--- config.mk ---
export PLATFORM = sky130hd
export DESIGN_NAME = ordered_list_store
export DESIGN_NICKNAME = d
export VERILOG_FILES = /design/src/olst_pkg.sv /design/src/olst_cell.sv /design/src/ordered_list_store.sv
export SDC_FILE = /design/constraint.sdc
export NUM_CORES = 2
export LEC_CHECK = 0
export CAP_MARGIN = 5
export CORE_MARGIN = 3
export CORE_UTILIZATION = 41
export CTS_CLUSTER_SIZE = 24
export DETAILED_ROUTE_END_ITERATION = 8
export DONT_BUFFER_PORTS = 1
export GPL_TIMING_DRIVEN = 0
export SYNTH_ARGS = -nofsm -noshare
export SYNTH_HDL_FRONTEND = slang
export SYNTH_SLANG_ARGS = --single-unit
--- constraint.sdc ---
create_clock -name clk_i -period 12.5 [get_ports clk_i]
set_clock_uncertainty 0.2 [all_clocks]
set_input_delay 1.25 -clock clk_i [delete_from_list [all_inputs] [get_ports clk_i]]
set_output_delay 1.25 -clock clk_i [all_outputs]
set_load 0.005 [all_outputs]
--- src/olst_pkg.sv ---
// ----------------------------------------------------------------------------
// olst_pkg
// Shared constants, codes and cell control type for the ordered list store.
// ----------------------------------------------------------------------------
package olst_pkg;

  localparam int DEPTH      = 16;
  localparam int IDX_W      = $clog2(DEPTH);
  localparam int DATA_W     = 32;
  localparam int POS_W      = 5;
  localparam int LEN_W      = 5;
  localparam int OP_W       = 3;
  localparam int ST_W       = 3;
  localparam int IN_DATA_W  = ((DATA_W + POS_W + DATA_W + 7) / 8) * 8;
  localparam int OUT_DATA_W = ((ST_W + POS_W + DATA_W + LEN_W + 7) / 8) * 8;

  typedef enum logic [OP_W-1:0] {
    OP_INS_FRONT = 3'd0,
    OP_INS_BACK  = 3'd1,
    OP_INS_AT    = 3'd2,
    OP_DEL_FRONT = 3'd3,
    OP_DEL_BACK  = 3'd4,
    OP_DEL_AT    = 3'd5,
    OP_SEARCH    = 3'd6,
    OP_READ_ALL  = 3'd7
  } op_e;

  typedef enum logic [ST_W-1:0] {
    ST_OK     = 3'd0,
    ST_FULL   = 3'd1,
    ST_EMPTY  = 3'd2,
    ST_BADPOS = 3'd3,
    ST_NOKEY  = 3'd4
  } status_e;

  typedef enum logic [1:0] {
    CMD_HOLD = 2'd0,
    CMD_INS  = 2'd1,
    CMD_DEL  = 2'd2,
    CMD_ROT  = 2'd3
  } cell_cmd_e;

  typedef struct packed {
    cell_cmd_e          cmd;
    logic [IDX_W-1:0]   idx;
    logic [LEN_W-1:0]   len;
    logic [DATA_W-1:0]  value;
    logic [DATA_W-1:0]  key;
  } cell_ctl_t;

endpackage

--- src/olst_cell.sv ---
// ----------------------------------------------------------------------------
// olst_cell
// One list slot: holds an element, shifts it toward either neighbor on
// insert, delete or read-out rotation, and compares it against the key.
// ----------------------------------------------------------------------------
module olst_cell (
  input  logic                          clk_i,
  input  olst_pkg::cell_ctl_t           ctl_i,
  input  logic [olst_pkg::IDX_W-1:0]    pos_i,
  input  logic [olst_pkg::DATA_W-1:0]   left_i,
  input  logic [olst_pkg::DATA_W-1:0]   right_i,
  input  logic [olst_pkg::DATA_W-1:0]   head_i,
  output logic [olst_pkg::DATA_W-1:0]   data_o,
  output logic                          match_o
);
  import olst_pkg::*;

  logic [DATA_W-1:0] data_q, data_d;
  logic              in_list;
  logic              is_tail;

  assign in_list = (LEN_W+1)'(pos_i) < (LEN_W+1)'(ctl_i.len);
  assign is_tail = ((LEN_W+1)'(pos_i) + (LEN_W+1)'(1)) == (LEN_W+1)'(ctl_i.len);
  assign match_o = in_list && (data_q == ctl_i.key);
  assign data_o  = data_q;

  always_comb begin
    data_d = data_q;
    case (ctl_i.cmd)
      CMD_INS: begin
        if (pos_i > ctl_i.idx) begin
          data_d = left_i;
        end else if (pos_i == ctl_i.idx) begin
          data_d = ctl_i.value;
        end
      end
      CMD_DEL: begin
        if (pos_i >= ctl_i.idx) begin
          data_d = right_i;
        end
      end
      CMD_ROT: begin
        data_d = is_tail ? head_i : right_i;
      end
      default: data_d = data_q;
    endcase
  end

  always_ff @(posedge clk_i) begin
    data_q <= data_d;
  end

endmodule

--- src/ordered_list_store.sv ---
// ----------------------------------------------------------------------------
// ordered_list_store
// Bounded ordered list of signed 32-bit values kept in a chain of shift
// cells; inserts, deletes, searches and in-order read-out.
//
//   channel   dir  tdata fields (low to high)               side fields
//   s_axis    in   value[31:0] position[36:32] key[68:37]  tuser = op
//   m_axis    out  status found_position element length    tlast = last
//
// Insert, delete and search each yield one result. An input transaction is
// taken every cycle while the output register is free or being drained; a
// stalled output holds its register and blocks further input. Read all
// yields length results (at least one), one per cycle unless the output
// stalls, paced by a one-element cell chain rotation per result; input is
// held off meanwhile. Reset clears length, state, count and valid, not cells.
// ----------------------------------------------------------------------------
module ordered_list_store (
  input  logic                              clk_i,
  input  logic                              rst_ni,
  input  logic                              s_axis_tvalid_i,
  output logic                              s_axis_tready_o,
  // value, position, key, zero pad
  input  logic [olst_pkg::IN_DATA_W-1:0]    s_axis_tdata_i,
  // op
  input  logic [olst_pkg::OP_W-1:0]         s_axis_tuser_i,
  output logic                              m_axis_tvalid_o,
  input  logic                              m_axis_tready_i,
  // status, found_position, element, length, zero pad
  output logic [olst_pkg::OUT_DATA_W-1:0]   m_axis_tdata_o,
  output logic                              m_axis_tlast_o
);
  import olst_pkg::*;

  typedef enum logic [1:0] {
    S_RUN  = 2'b01,
    S_READ = 2'b10
  } state_e;

  state_e             state_q, state_d;
  logic [LEN_W-1:0]   len_q, len_d;
  logic [IDX_W-1:0]   rd_cnt_q, rd_cnt_d;

  logic               out_valid_q, out_valid_d;
  status_e            out_status_q, out_status_d;
  logic [POS_W-1:0]   out_fpos_q, out_fpos_d;
  logic [DATA_W-1:0]  out_elem_q, out_elem_d;
  logic [LEN_W-1:0]   out_len_q, out_len_d;
  logic               out_last_q, out_last_d;

  op_e                op;
  logic [DATA_W-1:0]  in_value;
  logic [POS_W-1:0]   in_pos;
  logic [DATA_W-1:0]  in_key;
  logic [LEN_W:0]     pos_ext;
  logic [LEN_W:0]     len_ext;
  logic               slot_free;
  logic               accept;
  logic               rd_step;
  logic               rd_last;

  cell_ctl_t          ctl;
  logic [DATA_W-1:0]  cell_data [DEPTH];
  logic [DEPTH-1:0]   cell_match;
  logic               hit;
  logic [IDX_W-1:0]   hit_idx;

  assign op       = op_e'(s_axis_tuser_i);
  assign in_value = s_axis_tdata_i[DATA_W-1:0];
  assign in_pos   = s_axis_tdata_i[DATA_W +: POS_W];
  assign in_key   = s_axis_tdata_i[DATA_W+POS_W +: DATA_W];
  assign pos_ext  = (LEN_W+1)'(in_pos);
  assign len_ext  = (LEN_W+1)'(len_q);

  assign slot_free       = !out_valid_q || m_axis_tready_i;
  assign s_axis_tready_o = (state_q == S_RUN) && slot_free;
  assign accept          = s_axis_tvalid_i && s_axis_tready_o;
  assign rd_step         = (state_q == S_READ) && slot_free;
  assign rd_last = ((LEN_W+1)'(rd_cnt_q) + (LEN_W+1)'(1)) == len_ext;

  always_comb begin
    hit     = 1'b0;
    hit_idx = '0;
    for (int i = DEPTH - 1; i >= 0; i--) begin
      if (cell_match[i]) begin
        hit     = 1'b1;
        hit_idx = IDX_W'(i);
      end
    end
  end

  for (genvar g = 0; g < DEPTH; g++) begin : g_cell
    logic [DATA_W-1:0] left, right;
    if (g == 0) begin : g_first
      assign left = ctl.value;
    end else begin : g_mid_l
      assign left = cell_data[g-1];
    end
    if (g == DEPTH - 1) begin : g_tail
      assign right = cell_data[g];
    end else begin : g_mid_r
      assign right = cell_data[g+1];
    end
    olst_cell u_cell (
      .clk_i   (clk_i),
      .ctl_i   (ctl),
      .pos_i   (IDX_W'(g)),
      .left_i  (left),
      .right_i (right),
      .head_i  (cell_data[0]),
      .data_o  (cell_data[g]),
      .match_o (cell_match[g])
    );
  end

  always_comb begin
    ctl.cmd      = CMD_HOLD;
    ctl.idx      = '0;
    ctl.len      = len_q;
    ctl.value    = in_value;
    ctl.key      = in_key;
    state_d      = state_q;
    len_d        = len_q;
    rd_cnt_d     = rd_cnt_q;
    out_valid_d  = out_valid_q && !m_axis_tready_i;
    out_status_d = out_status_q;
    out_fpos_d   = out_fpos_q;
    out_elem_d   = out_elem_q;
    out_len_d    = out_len_q;
    out_last_d   = out_last_q;

    if (accept) begin
      out_valid_d  = 1'b1;
      out_status_d = ST_OK;
      out_fpos_d   = '0;
      out_elem_d   = '0;
      out_last_d   = 1'b1;
      case (op)
        OP_INS_FRONT, OP_INS_BACK, OP_INS_AT: begin
          if (len_q == LEN_W'(DEPTH)) begin
            out_status_d = ST_FULL;
          end else if (op == OP_INS_AT &&
                       (in_pos == '0 || pos_ext > len_ext + (LEN_W+1)'(1))) begin
            out_status_d = ST_BADPOS;
          end else begin
            ctl.cmd = CMD_INS;
            if (op == OP_INS_BACK) begin
              ctl.idx = len_q[IDX_W-1:0];
            end else if (op == OP_INS_AT) begin
              ctl.idx = IDX_W'(in_pos - POS_W'(1));
            end
            len_d = len_q + LEN_W'(1);
          end
        end
        OP_DEL_FRONT, OP_DEL_BACK, OP_DEL_AT: begin
          if (len_q == '0) begin
            out_status_d = ST_EMPTY;
          end else if (op == OP_DEL_AT && (in_pos == '0 || pos_ext > len_ext)) begin
            out_status_d = ST_BADPOS;
          end else begin
            ctl.cmd = CMD_DEL;
            if (op == OP_DEL_BACK) begin
              ctl.idx = IDX_W'(len_q - LEN_W'(1));
            end else if (op == OP_DEL_AT) begin
              ctl.idx = IDX_W'(in_pos - POS_W'(1));
            end
            len_d = len_q - LEN_W'(1);
          end
        end
        OP_SEARCH: begin
          if (len_q == '0) begin
            out_status_d = ST_EMPTY;
          end else if (hit) begin
            out_fpos_d = POS_W'(hit_idx) + POS_W'(1);
          end else begin
            out_status_d = ST_NOKEY;
          end
        end
        OP_READ_ALL: begin
          if (len_q == '0) begin
            out_status_d = ST_EMPTY;
          end else begin
            out_valid_d = out_valid_q && !m_axis_tready_i;
            state_d     = S_READ;
            rd_cnt_d    = '0;
          end
        end
        default: out_status_d = ST_OK;
      endcase
      out_len_d = len_d;
    end else if (rd_step) begin
      ctl.cmd      = CMD_ROT;
      out_valid_d  = 1'b1;
      out_status_d = ST_OK;
      out_fpos_d   = '0;
      out_elem_d   = cell_data[0];
      out_len_d    = len_q;
      out_last_d   = rd_last;
      rd_cnt_d     = rd_cnt_q + IDX_W'(1);
      if (rd_last) begin
        state_d = S_RUN;
      end
    end
  end

  always_ff @(posedge clk_i or negedge rst_ni) begin
    if (!rst_ni) begin
      state_q     <= S_RUN;
      len_q       <= '0;
      rd_cnt_q    <= '0;
      out_valid_q <= 1'b0;
    end else begin
      state_q     <= state_d;
      len_q       <= len_d;
      rd_cnt_q    <= rd_cnt_d;
      out_valid_q <= out_valid_d;
    end
  end

  always_ff @(posedge clk_i) begin
    out_status_q <= out_status_d;
    out_fpos_q   <= out_fpos_d;
    out_elem_q   <= out_elem_d;
    out_len_q    <= out_len_d;
    out_last_q   <= out_last_d;
  end

  assign m_axis_tvalid_o = out_valid_q;
  assign m_axis_tlast_o  = out_last_q;
  assign m_axis_tdata_o  = OUT_DATA_W'({out_len_q, out_elem_q, out_fpos_q, out_status_q});

  a_len_bound : assert property (@(posedge clk_i) disable iff (!rst_ni)
    len_q <= LEN_W'(DEPTH))
    else $error("list length beyond depth");

  a_read_blocks_input : assert property (@(posedge clk_i) disable iff (!rst_ni)
    (state_q == S_READ) |-> !s_axis_tready_o)
    else $error("input taken during read-out");

  a_error_is_last : assert property (@(posedge clk_i) disable iff (!rst_ni)
    (m_axis_tvalid_o && out_status_q != ST_OK) |-> m_axis_tlast_o)
    else $error("error result not marked last");

  a_len_step : assert property (@(posedge clk_i) disable iff (!rst_ni)
    !accept |=> (len_q == $past(len_q)))
    else $error("length changed without a transaction");

endmodule
==> results.ini <==
[synth]
syn-cell-area_um2=37000
syn_area_per_cell_um2=10.2
synth_edf_count=525
synthTopCellsByCount=edfxtp_1, o21ai_0, a22oi_1
synth_flop_cell=edfxtp_1
ys_seq_area_frac=0.452
yosysWarnings=0
synth_cell_types=77
synth_top_cell_area_share=0.426
netlist_top_cells_area=edfxtp_1, mux2i_1, a22oi_1
synthArstFlopShare=0.0211
yosys.area.top_type=edfxtp_1
synth_seq_cells=570
syn_inst=3620
synth_most_common_cell=edfxtp_1

[floorplanning]
start_util=0.416
die_w_um=306
core-area_um2=88900
die_h_um=306
io_pins=130
dieArea_um2=93900
rows=109

[grt]
grt_max_degree=32
grt_use_total=0.433
grt_antenna_before_repair=8
overflow=0
first_global_vias=32695
grt_pass1_wl_um=278000

[placed_design]
placed_cell_area_um2=39100
finalWeightedCongestion=1.07
port_buffers=0
place_ws_ns=4.91
hpwl_um=171000
placedCellCount=4819

[routing]
avgViaCountPerCell=7.14
drcViolationCount=0
postRouteWirelength_um=211000
drtPass1Iterations=7
wl_per_cell_um=42.5
drt_iter0_markers=7070
vias=35440
ant_nets=0

[setup_path]
critPathMaxStageDelay_ns=0.80
r2r_slack_ns=4.69
cp_data_arrival_time_ns=7.97
path_common_cell=buf_2
crit_end=g_cell[0].u_cell.data_o[5]
cp-end-kind=flip-flop
crit_chain=buf_2, buf_1, clkbuf_1, nand3_1, xnor2_1, ha_1, nand4_1, mux2i_1, a2111oi_4, o31ai_1, and2_1, buf_6, nand2b_4, or2_1, buf_2, nand2_1, buf_2, a21oi_1, a2111oi_2, buf_2, buf_2, buf_4, buf_4
rr_endpoint=g_cell[0].u_cell.data_o[5]
critPathKind=flip-flop to flip-flop
worstPathMaxFanout=10
r2r-start=len_q[2]
crit_slowest_cell=a2111oi_2
startpoint_type=flip-flop
worstPathRequired_ns=12.66
startpoint=len_q[2]
rr_worst_depth=23

[clock_network]
htreeDepth=3
clk_pin_slew_worst_paths_ns=0.06
worst_skew_pair.late_latency_ns=0.67
cts_hold_buf=0
clockBufferDepth=3
clock_sinks=570
cts_root_buf=clkbuf_16
cts_buffers=72
postCtsResizedCells=0
cts_tree=built
cts_setup_buffers=0

[run]
maxCapViolCount=1

[finish]
stdcell_count=4966
fin_nets=3831
num-fill-cells=8627
syn_to_final_growth_pct=11.8
multi_input_area_um2=18600
layout-drive-gt1-share=0.0755
design_area_um2=41400
seq_area_um2=16700

[timing]
finalCriticalPeriod_ns=7.81
achievable-frequency_mhz=128
worst_slack_ns=4.69
setup_viol=0
timing.max_slew.rel_slack=0.00377
fin_crit_sh=0.625
rsz0062_at_grt=false
hold_viol=0
tightest_slew_ns=1.49
finalMaxSlewViolations=0

[pwr]
power_density_nw_per_um2=108
vdd_drop_max_v=0.0000960
cellLeakagePower_uw=0.0136

[outcome]
failed_checks=capacitance limit
status=finished, violations left

[hold_path]
hold_class=primary input to async pin

[layout make-up]
class                           count  share of cell area
Clock buffer                      103              0.0497
Clock inverter                     26             0.00372
Tap cell                         1165              0.0352
Sequential cell                   570               0.404
Inverter                           15             0.00136
Timing Repair Buffer               36              0.0122
Antenna cell                       14            0.000847
Buffer                            403              0.0421
Multi-Input combinational cell   2634               0.451
[worst max-delay path: cells and delay by family (launching register included)]
family                   cells  cell delay (ns)
buffers and inverters       10             3.22
AND/OR/NAND/NOR              6             1.54
AO/OA/AOI/OAI                4             1.52
XOR/XNOR                     1             0.33
flip-flops                   1             0.31
adder cells (fa/ha/maj)      1             0.28
multiplexers                 1             0.11
[how the worst min path moves through the flow]
stage                            to  slack [ns]  cells after the start
finish                     len_q[1]        0.09                      0
CTS                 m_axis_tvalid_o        0.08                      0
detailed placement   out_elem_q[14]        0.27                      2
floorplan             out_elem_q[0]        0.25                      2
global placement     out_elem_q[17]        0.27                      2
global route            rd_cnt_q[1]        0.09                      0
[logic make-up after synthesis]
logic type	synth area share
muxes	0.0833
other	0.000101
AOI/OAI and AO/OA	0.189
buffers and inverters	0.0484
DFF	0.452
and+or+nand+nor	0.0954
adders and majority gates	0.00676
xor gates and xnor gates	0.125
[sequential cells by signal, summed over array words and instances (netlist names)]
signal	cells
m_axis_tlast_o	1
m_axis_tvalid_o	1
out_elem_q	32
out_fpos_q	5
out_status_q	3
out_len_q	5
len_q	5
g_cell.u_cell.data_o	512
state_q	2
rd_cnt_q	4
[power breakdown]
part           internal, µW      switching [µW]
Clock                  1160                 936
Sequential             2050  0.0000000000000189
Combinational          68.9                 229
Total                  3280                1160
[cell usage in the layout, fill, tap and decap left out, types with 11 or more instances in the layout]
master	instances
edfxtp_1	525
o21ai_0	435
a22oi_1	360
mux2i_1	308
xnor2_1	280
clkbuf_1	274
xor2_1	247
nand2_1	230
nand3_1	156
a221o_1	89
nor2_1	88
buf_2	83
nand4_1	80
clkbuf_16	77
nor4_1	71
o211ai_1	64
buf_1	42
nor3_1	36
dfxtp_1	33
a21oi_1	23
buf_4	22
ha_1	20
o22ai_1	18
buf_6	17
diode_2	14
inv_1	13
clkinv_2	12
clkinv_1	11
dfrtp_1	11
buf_12	11
[through the flow]
step                power [µW]  utilization  TNS (ns)  hold WS, ns
floorplan                 2240            -         0        0.252
global placement          2370        0.433   -137.93        0.270
detailed placement        2370        0.439         0        0.273
CTS                       4400        0.464         0       0.0753
global route              4490        0.465         0       0.0887
finish                    4450        0.465         0       0.0875
[routing by layer]
metal,track usage,up-vias,part of all wire
li1,-,13938,-
met1,0.563,17630,0.37
met2,0.617,3365,0.41
met3,0.204,503,0.17
met4,0.181,4,0.050
met5,0,-,0.00014
(Power assumes the default switching activity.)
